===== src/dem_pkg.sv =====
package dem_pkg;

   typedef enum logic [3:0] {
      MODE_NONE        = 4'd0,
      MODE_COVER_PEND  = 4'd1,
      MODE_COVER_WAIT  = 4'd2,
      MODE_NODISK_PEND = 4'd3,
      MODE_NODISK_WAIT = 4'd4,
      MODE_WRONG_PEND  = 4'd5,
      MODE_WRONG_WAIT  = 4'd6,
      MODE_RETRY_PEND  = 4'd7,
      MODE_RETRY_WAIT  = 4'd8,
      MODE_FATAL_PEND  = 4'd9,
      MODE_FATAL_WAIT  = 4'd10
   } mode_type;

   typedef logic signed [4:0] status_type;

   localparam status_type ST_FATAL  = -5'sd1;
   localparam status_type ST_NODISK = 5'sd4;
   localparam status_type ST_COVER  = 5'sd5;
   localparam status_type ST_WRONG  = 5'sd6;
   localparam status_type ST_RETRY  = 5'sd11;

   typedef logic [2:0] category_type;

   localparam category_type CAT_NONE   = 3'd0;
   localparam category_type CAT_COVER  = 3'd1;
   localparam category_type CAT_NODISK = 3'd2;
   localparam category_type CAT_WRONG  = 3'd3;
   localparam category_type CAT_RETRY  = 3'd4;
   localparam category_type CAT_FATAL  = 3'd5;

   typedef struct packed {
      logic         recovered_strobe;
      logic         message_valid;
      category_type message_code;
      category_type error_category;
   } result_type;

   function automatic category_type category_of(mode_type mode);
      category_type cat;
      case (mode)
         MODE_COVER_PEND, MODE_COVER_WAIT:   cat = CAT_COVER;
         MODE_NODISK_PEND, MODE_NODISK_WAIT: cat = CAT_NODISK;
         MODE_WRONG_PEND, MODE_WRONG_WAIT:   cat = CAT_WRONG;
         MODE_RETRY_PEND, MODE_RETRY_WAIT:   cat = CAT_RETRY;
         MODE_FATAL_PEND, MODE_FATAL_WAIT:   cat = CAT_FATAL;
         default:                            cat = CAT_NONE;
      endcase
      return cat;
   endfunction

endpackage


===== src/dem_step.sv =====
module dem_step
   import dem_pkg::*;
(
   input  mode_type   mode,
   input  status_type drive_status,
   input  logic       disk_check_ok,
   input  logic       driver_ready,
   output mode_type   mode_next,
   output result_type result
);

   status_type   st;
   logic         strobe;
   logic         msg_valid;
   category_type msg_code;
   status_type   own;

   always_comb begin
      st        = driver_ready ? drive_status : ST_FATAL;
      strobe    = 1'b0;
      msg_valid = 1'b0;
      msg_code  = CAT_NONE;
      mode_next = mode;
      own       = ST_COVER;

      case (mode)
         MODE_NONE: begin
            if (st == ST_FATAL) begin
               mode_next = MODE_FATAL_PEND;
            end else if (st == ST_COVER) begin
               mode_next = MODE_COVER_PEND;
            end else if (st == ST_NODISK) begin
               mode_next = MODE_NODISK_PEND;
            end else if (st == ST_WRONG) begin
               mode_next = MODE_WRONG_PEND;
            end else if (st == ST_RETRY) begin
               mode_next = MODE_RETRY_PEND;
            end
         end
         MODE_COVER_PEND, MODE_NODISK_PEND, MODE_WRONG_PEND,
         MODE_RETRY_PEND, MODE_FATAL_PEND: begin
            // pending modes raise their message and move to the waiting mode
            msg_valid = 1'b1;
            msg_code  = category_of(mode);
            mode_next = mode_type'(mode + 4'd1);
         end
         MODE_COVER_WAIT, MODE_NODISK_WAIT, MODE_WRONG_WAIT: begin
            if (mode == MODE_COVER_WAIT) begin
               own = ST_COVER;
            end else if (mode == MODE_NODISK_WAIT) begin
               own = ST_NODISK;
            end else begin
               own = ST_WRONG;
            end
            if (st == ST_RETRY) begin
               strobe    = 1'b1;
               msg_valid = 1'b1;
               msg_code  = CAT_RETRY;
               mode_next = MODE_RETRY_WAIT;
            end else if (st != own && disk_check_ok) begin
               strobe    = 1'b1;
               mode_next = MODE_NONE;
            end
         end
         MODE_RETRY_WAIT: begin
            if (st == ST_COVER) begin
               strobe    = 1'b1;
               msg_valid = 1'b1;
               msg_code  = CAT_COVER;
               mode_next = MODE_COVER_WAIT;
            end else if (st == ST_NODISK) begin
               strobe    = 1'b1;
               msg_valid = 1'b1;
               msg_code  = CAT_NODISK;
               mode_next = MODE_NODISK_WAIT;
            end else if ((st != ST_RETRY && disk_check_ok) || st == ST_NODISK
                         || st == ST_COVER) begin
               // cover open and no disk are taken above, so the trailing terms never fire
               strobe    = 1'b1;
               mode_next = MODE_NONE;
            end
         end
         default: begin
            // fatal waiting and unused codes hold
            mode_next = mode;
         end
      endcase

      result.recovered_strobe = strobe;
      result.message_valid    = msg_valid;
      result.message_code     = msg_code;
      result.error_category   = category_of(mode_next);
   end

endmodule


===== src/drive_error_monitor_fsm_core.sv =====
// Drive error monitor: one polling request per cycle, back to back, while the
// response side keeps up. A request is taken into an input register; once the
// result register is free the error mode advances and the response lands in
// that result register. Throughput is one request per cycle when responses are
// drained, set by the update loop around the error mode register. Both sides
// stall independently: a waiting response holds its register while one more
// request may sit in the input register. csr_wr_data, written when csr_wr_en is
// high, sets the registered driver-ready flag; while that flag is low every
// request is treated as a fatal drive status.
module drive_error_monitor_fsm_core
   import dem_pkg::*;
(
   input  logic        clock,
   input  logic        reset,
   input  logic        req_valid,
   output logic        req_ready,
   input  logic signed [4:0] req_drive_status,
   input  logic        req_disk_check_ok,
   output logic        rsp_valid,
   input  logic        rsp_ready,
   output logic        rsp_recovered_strobe,
   output logic        rsp_message_valid,
   output logic [2:0]  rsp_message_code,
   output logic [2:0]  rsp_error_category,
   input  logic        csr_wr_en,
   input  logic        csr_wr_data
);

   logic       ready_ff;
   logic       ready_in;
   logic       in_valid_ff;
   logic       in_valid_in;
   status_type in_status_ff;
   logic       in_check_ff;
   logic       out_valid_ff;
   logic       out_valid_in;
   result_type out_result_ff;
   mode_type   mode_ff;
   mode_type   mode_in;
   mode_type   mode_next;
   result_type step_result;
   logic       advance;
   logic       req_take;

   dem_step u_step (
      .mode          (mode_ff),
      .drive_status  (in_status_ff),
      .disk_check_ok (in_check_ff),
      .driver_ready  (ready_ff),
      .mode_next     (mode_next),
      .result        (step_result)
   );

   // result register frees up when empty or being drained
   assign advance   = in_valid_ff && (!out_valid_ff || rsp_ready);
   assign req_ready = !in_valid_ff || advance;
   assign req_take  = req_valid && req_ready;

   always_comb begin
      ready_in     = csr_wr_en ? csr_wr_data : ready_ff;
      in_valid_in  = req_take || (in_valid_ff && !advance);
      out_valid_in = advance || (out_valid_ff && !rsp_ready);
      mode_in      = advance ? mode_next : mode_ff;
   end

   always_ff @(posedge clock) begin
      if (reset) begin
         ready_ff     <= 1'b0;
         in_valid_ff  <= 1'b0;
         out_valid_ff <= 1'b0;
         mode_ff      <= MODE_NONE;
      end else begin
         ready_ff     <= ready_in;
         in_valid_ff  <= in_valid_in;
         out_valid_ff <= out_valid_in;
         mode_ff      <= mode_in;
      end
   end

   always_ff @(posedge clock) begin
      if (req_take) begin
         in_status_ff <= req_drive_status;
         in_check_ff  <= req_disk_check_ok;
      end
      if (advance) begin
         out_result_ff <= step_result;
      end
   end

   assign rsp_valid            = out_valid_ff;
   assign rsp_recovered_strobe = out_result_ff.recovered_strobe;
   assign rsp_message_valid    = out_result_ff.message_valid;
   assign rsp_message_code     = out_result_ff.message_code;
   assign rsp_error_category   = out_result_ff.error_category;

endmodule


===== config.mk =====
export PLATFORM = sky130hd
export DESIGN_NAME = drive_error_monitor_fsm_core
export DESIGN_NICKNAME = d
export VERILOG_FILES = /design/src/dem_pkg.sv /design/src/dem_step.sv /design/src/drive_error_monitor_fsm_core.sv
export SDC_FILE = /design/constraint.sdc
export NUM_CORES = 1
export LEC_CHECK = 0
export BUFFER_PORTS_ARGS = -buffer_cell sky130_fd_sc_hd__clkbuf_2
export CAP_MARGIN = 20
export CORE_UTILIZATION = 50
export DETAILED_ROUTE_END_ITERATION = 10
export HOLD_SLACK_MARGIN = 0.08
export PLACE_DENSITY = 0.76
export SYNTH_ARGS = -nofsm -noshare
export SYNTH_HDL_FRONTEND = slang
export SYNTH_SLANG_ARGS = --single-unit

===== constraint.sdc =====
create_clock -name clock -period 3.2 [get_ports clock]
set_input_delay 0.64 -clock clock [delete_from_list [all_inputs] [get_ports clock]]
set_output_delay 0.64 -clock clock [all_outputs]
set_load 0.01 [all_outputs]

==> flow_summary_export.csv, run 1 <==
group,metric,value,unit
drt,drtAntennaViolNets,0,
cells_and_area,stdcell_count,229,
sta,finalSetupViolCount,0,
die,die_h,58.8,µm
die,start_util,52.7,%
yosys,synth_cell_types,51,
yosys,synth_area_per_cell,9.76,µm²
sta,timing.fmax,343,MHz
place,dp_cells,225,
yosys,post-synth-top-area-cell,"edfxtp_1",
worst_setup_path,reg2reg_to,"rsp_error_category[1]$_SDFFCE_PN0P_",
worst_setup_path,r2r-start,"mode_ff[0]$_SDFFE_PP0P_",
sta,skew,0.00653,ns
sta,maxSlewViolCount,0,
yosys,synth_edf_count,14,
yosys,syn_area,1610,µm²
die,die_w,58.8,µm
global_route,grt_max_degree,19,
die,core-area,3050,µm²
yosys,async_flop_share,0,%
place,placed_area,1750,µm²
global_route,grt_first_pass_wirelength,5730,µm
drt,wirelength,3420,µm
die,io_pins,22,
yosys,seq_area_frac_synth,38.5,%
sta,rsz0062_at_grt,"false",
place,port_buffers,21,
flow_run,drv_cap,0,
cells_and_area,finish.instance_area,1790,µm²
global_route,grt_remaining_overflow,0,
sta,period_share,91.0,%
sta,maxSlewHeadroom,58.4,%
cells_and_area,antennaDiodeCount,0,
sta,hold_slack,0.486,ns
place,detailed_place_hpwl,2670,µm
worst_setup_path,cp.required,3.34,ns
global_route,grt_usage,22.1,%
drt,vias,1378,
worst_setup_path,rr_worst_depth,12,
drt,via_per_inst,6.02,
global_route,grt_pass1_vias,1287,
worst_setup_path,cp-end-kind,"flip-flop",
yosys,ys_seq_elements,24,
sta,worst_pin_slew,0.618,ns
global_route,antenna_found_initial,0,
yosys,yosysTopAreaCellShare,26.1,%
yosys,synth_commonest_cells,"16 x nor2_1, 14 x edfxtp_1, 10 x dfxtp_1",
yosys,synth_warnings,0,
min_path,min_from,"req_drive_status[3]",
clock_network,clk_path_buf_depth,2,
clock_network,worstSkewPairLatency,0.32,ns
sta,finalSetupTns,0,ns
die,row_count,20,
min_path,worst_hold_path.endpoint,"in_status_ff[3]$_DFFE_PP_",
power_and_ir_drop,powerDensity,426,nW/µm²
worst_setup_path,cp.arrival,3.06,ns
worst_setup_path,startpoint_type,"flip-flop",
cells_and_area,area_growth_syn_to_layout,11.4,%
power_and_ir_drop,leakage,0.688,nW
sta,hold_violations,0,
min_path,min_path_type,"primary input to flip-flop",
yosys,synth_area_leaders,"edfxtp_1 26%, dfxtp_1 12%, ha_1 6.2%",
cells_and_area,nets,206,
sta,period_minus_slack,2.91,ns
yosys,syn_inst,165,
clock_network,clk_pin_slew_worst_paths,0.14,ns
cells_and_area,layout-drive-gt1-share,21.1,%
drt,dr.pass1.iters,4,
clock_network,post-cts-setup-buffers,0,
power_and_ir_drop,ir_drop,0.285,mV
clock_network,cts_sinks,24,
yosys,ys.flop_type,"edfxtp_1",
outcome,outcome,"completed",
worst_setup_path,r2r_slack,0.29,ns
worst_setup_path,setup.worst_path.class,"flip-flop to flip-flop",
clock_network,cts_made_buffers,3,
yosys,synth.most_common_cell,"nor2_1",
yosys,syn_nets,185,
die,die-area,3450,µm²
min_path,hold_path_depth,1,
drt,drt_iter0_markers,64,
place,place.gp.congestion,0.904,
drt,route.detailed.drc,0,
clock_network,cts_tree,"yes",
worst_setup_path,cp_max_fo,9,
clock_network,cts_root_buf,"clkbuf_4",
drt,wire_per_inst,15.0,µm
clock_network,cts_max_level,1,
## power breakdown
group	switching (mW)	internal, mW	leakage, nW
Sequential	0.0263	0.356	0.219
Combinational	0.126	0.0950	0.448
Clock	0.0925	0.0695	0.0210
## critical path: stages, from the launching register on
cell	delay [ns]
dfxtp_2	0.41
inv_1	0.10
ha_2	0.24
or4_1	0.58
a21boi_1	0.21
o31ai_1	0.15
nor3_1	0.13
mux2i_1	0.24
ha_2	0.25
nor2_1	0.04
inv_1	0.09
a22oi_1	0.07
nor4_1	0.23
## layer usage
layer	up-vias	part of all wire (%)	global-route usage (%)	routed length, µm
li1	662	-	-	-
met1	653	42	28.0	1430
met2	55	48	37.0	1630
met3	8	8.4	3.96	289
met4	0	2.0	9.18	70
met5	-	0	0	0
## through the flow
step	utilization, %	setup WS (ns)	power (mW)
after floorplan	-	0.477	0.544
after global placement	57.3	0.285	0.596
after detailed placement	57.3	0.185	0.604
after CTS	58.5	0.136	0.763
after global routing	58.8	0.0151	0.811
final	58.8	0.288	0.765
## final cells by class
class                           count  area [µm²]
Tap cell                           44        55.1
Fill cell                         273        1260
Timing Repair Buffer               25         135
Clock buffer                        4        36.3
Inverter                            6        22.5
Multi-Input combinational cell    126         922
Sequential cell                    24         623
## cell usage in the layout, fill, tap and decap left out, types with 7 or more instances in the layout
master / instances
a21oi_1: 8
clkbuf_2: 21
dfxtp_1: 8
edfxtp_1: 14
mux2i_1: 7
nand2b_1: 7
nor2_1: 16
nor3_1: 7
o21ai_0: 7
## cell families (layout without fill, tap and decap cells)
kind of cell             count (synthesis)  after routing  share of synthesized area (%)
AO/OA/AOI/OAI                           46             46                           21.8
XOR/XNOR                                 3              3                           1.63
adder cells (fa/ha/maj)                  8              8                           6.22
buffers and inverters                   15             35                           4.51
flip-flops                              24             24                           38.5
multiplexers                             7              7                           4.35
AND/OR/NAND/NOR                         62             62                           22.9
## what timing repair did
item / CTS / global route
endpoints found under the setup margin: 0 / 6
hold buffers: 0 / 0
gates resized for setup: 0 / 5
## worst max path at each step
stage / from / slack (ns) / endpoint
2_1_floorplan: mode_ff[0]$_SDFFE_PP0P_ / 0.48 / flip-flop
3_3_place_gp: mode_ff[0]$_SDFFE_PP0P_ / 0.29 / rsp_error_category[1]$_SDFFCE_PN0P_
3_5_place_dp: mode_ff[0]$_SDFFE_PP0P_ / 0.19 / rsp_error_category[1]$_SDFFCE_PN0P_
4_1_cts: mode_ff[0]$_SDFFE_PP0P_ / 0.14 / rsp_error_category[1]$_SDFFCE_PN0P_
5_1_grt: mode_ff[1]$_SDFFE_PP0P_ / 0.02 / rsp_error_category[1]$_SDFFCE_PN0P_
6_report: mode_ff[0]$_SDFFE_PP0P_ / 0.29 / rsp_error_category[1]$_SDFFCE_PN0P_
No activity file was read; power rests on OpenSTA's default activity.
==> run 2: changes to the inputs <==
--- a/config.mk
+++ b/config.mk
@@ -11,6 +11,7 @@
 export DETAILED_ROUTE_END_ITERATION = 10
 export HOLD_SLACK_MARGIN = 0.08
 export PLACE_DENSITY = 0.76
+export RECOVER_POWER = 50
 export SYNTH_ARGS = -nofsm -noshare
 export SYNTH_HDL_FRONTEND = slang
 export SYNTH_SLANG_ARGS = --single-unit
==> run 2 against run 1 <==
  * Total power hardly changed
  * Flip-flop and latch count stayed put
  * Largest power group unchanged
  * Final area is 0.28% lower
  * Critical path type unchanged
==> flow_summary_export.csv, run 2 (same netlist as run 1, synthesis figures left out) <==
group,metric,value,unit
worst_setup_path,startpoint_type,"flip-flop",
clock_network,cts_root_buf,"clkbuf_4",
drt,dr.pass1.iters,4,
drt,drtAntennaViolNets,0,
cells_and_area,multi_input_area,922,µm²
die,io_pins,22,
worst_setup_path,rr_worst_depth,13,
cells_and_area,nets,206,
sta,period_share,91.5,%
outcome,outcome,"completed",
global_route,grt_pass1_vias,1287,
global_route,grt_remaining_overflow,0,
cells_and_area,area_growth_syn_to_layout,11.1,%
clock_network,cts_hold_buf,0,
place,port_buffers,21,
cells_and_area,layout-drive-gt1-share,20.0,%
sta,rsz0062_at_grt,"false",
clock_network,cts_tree,"yes",
sta,hold_violations,0,
worst_setup_path,cp-end-kind,"flip-flop",
drt,wirelength,3440,µm
place,place.gp.congestion,0.904,
sta,period_minus_slack,2.93,ns
drt,wire_per_inst,15.0,µm
place,placed_area,1750,µm²
global_route,grt_usage,22.1,%
sta,hold_slack,0.483,ns
power_and_ir_drop,ir_drop,0.286,mV
global_route,grt_first_pass_wirelength,5730,µm
worst_setup_path,cp.arrival,3.07,ns
die,start_util,52.7,%
sta,finalSetupTns,0,ns
global_route,antenna_found_initial,0,
power_and_ir_drop,powerDensity,428,nW/µm²
place,dp_cells,225,
worst_setup_path,cp.required,3.35,ns
sta,maxSlewHeadroom,41.2,%
sta,finalSetupViolCount,0,
drt,drt_iter0_markers,64,
power_and_ir_drop,leakage,0.680,nW
global_route,grt_max_degree,19,
sta,maxSlewViolCount,0,
worst_setup_path,cp_max_fo,7,
sta,worst_pin_slew,0.882,ns
cells_and_area,antennaDiodeCount,0,
min_path,hold_path_depth,1,
cells_and_area,layout_commonest_cell,"clkbuf_2",
clock_network,worstSkewPairLatency,0.32,ns
place,detailed_place_hpwl,2670,µm
die,die_h,58.8,µm
drt,route.detailed.drc,0,
clock_network,cts_made_buffers,3,
sta,skew,0.00771,ns
flow_run,drv_cap,0,
worst_setup_path,setup.worst_path.class,"flip-flop to flip-flop",
cells_and_area,stdcell_count,229,
die,die_w,58.8,µm
die,row_count,20,
clock_network,clk_pin_slew_worst_paths,0.14,ns
min_path,min_path_type,"primary input to flip-flop",
clock_network,cts_max_level,1,
cells_and_area,ff_latch_area,623,µm²
die,die-area,3450,µm²
cells_and_area,finish.instance_area,1790,µm²
die,core-area,3050,µm²
cells_and_area,layout_common_cells,"20 x clkbuf_2, 16 x nor2_1, 14 x edfxtp_1",
clock_network,clk_path_buf_depth,2,
drt,via_per_inst,6.08,
clock_network,cts_sinks,24,
power_and_ir_drop,power,0.766,mW
drt,vias,1392,
cells_and_area,nFillCells,274,
sta,timing.fmax,341,MHz
## run 2: changes by cell type in the layout (fill, tap and decap cells not counted)
cell and change:
and2_1 -1, and2_0 +1, clkbuf_2 -1, clkbuf_1 +2, buf_4 -1
## run 2: path summary, 6_finish.rpt
kind	slack (ns)	startpoint	endpoint
max	0.27	mode_ff[0]$_SDFFE_PP0P_	rsp_error_category[1]$_SDFFCE_PN0P_
min	0.48	req_drive_status[3]	in_status_ff[3]$_DFFE_PP_
max reg2reg	0.27	mode_ff[0]$_SDFFE_PP0P_	rsp_error_category[1]$_SDFFCE_PN0P_
min reg2reg	0.53	in_valid_ff$_SDFF_PP0_	rsp_valid$_SDFF_PP0_
## run 2: stage by stage
stage | utilization [%] | setup WS (ns)
floorplan | - | 0.477
global placement | 57.3 | 0.285
global route | 58.6 | 0.0151
detailed placement | 57.3 | 0.185
CTS | 58.5 | 0.136
finish | 58.6 | 0.271
## run 2: what timing repair did
action | in CTS | in global routing
buffers inserted | 0 | 0
setup endpoints to repair | 0 | 6
gates resized for setup | 0 | 5
## run 2: final cells by class
cell class                 instances  area share (%)
clock buffer                       4            2.03
sequential                        24            34.8
multi-input combinational        126            51.5
tap                               44            3.08
inverter                           6            1.26
timing repair buffer              25            7.27
## run 2: power by group
part,internal (mW),switching (mW)
sequential,0.356,0.0267
combinational,0.0940,0.126
clock,0.0696,0.0934
total,0.520,0.246
## run 2: worst max-delay path: stages, from the launching register on
cell and delay [ns]:
dfxtp_2 0.38, inv_1 0.12, ha_1 0.28, mux2i_1 0.14, o21a_1 0.23, nor4_4 0.31, o21a_1 0.24, nor3_1 0.09
mux2i_1 0.25, ha_2 0.26, nor2_1 0.04, inv_1 0.09, a22oi_1 0.07, nor4_1 0.24
## run 2: per-layer routing
metal  track usage (%)  wire (µm)  up-vias
met4              9.18         86        0
met5                 0          0        -
li1                  -          -      661
met1              28.0       1460      647
met3              3.96        275       11
met2              37.0       1620       73
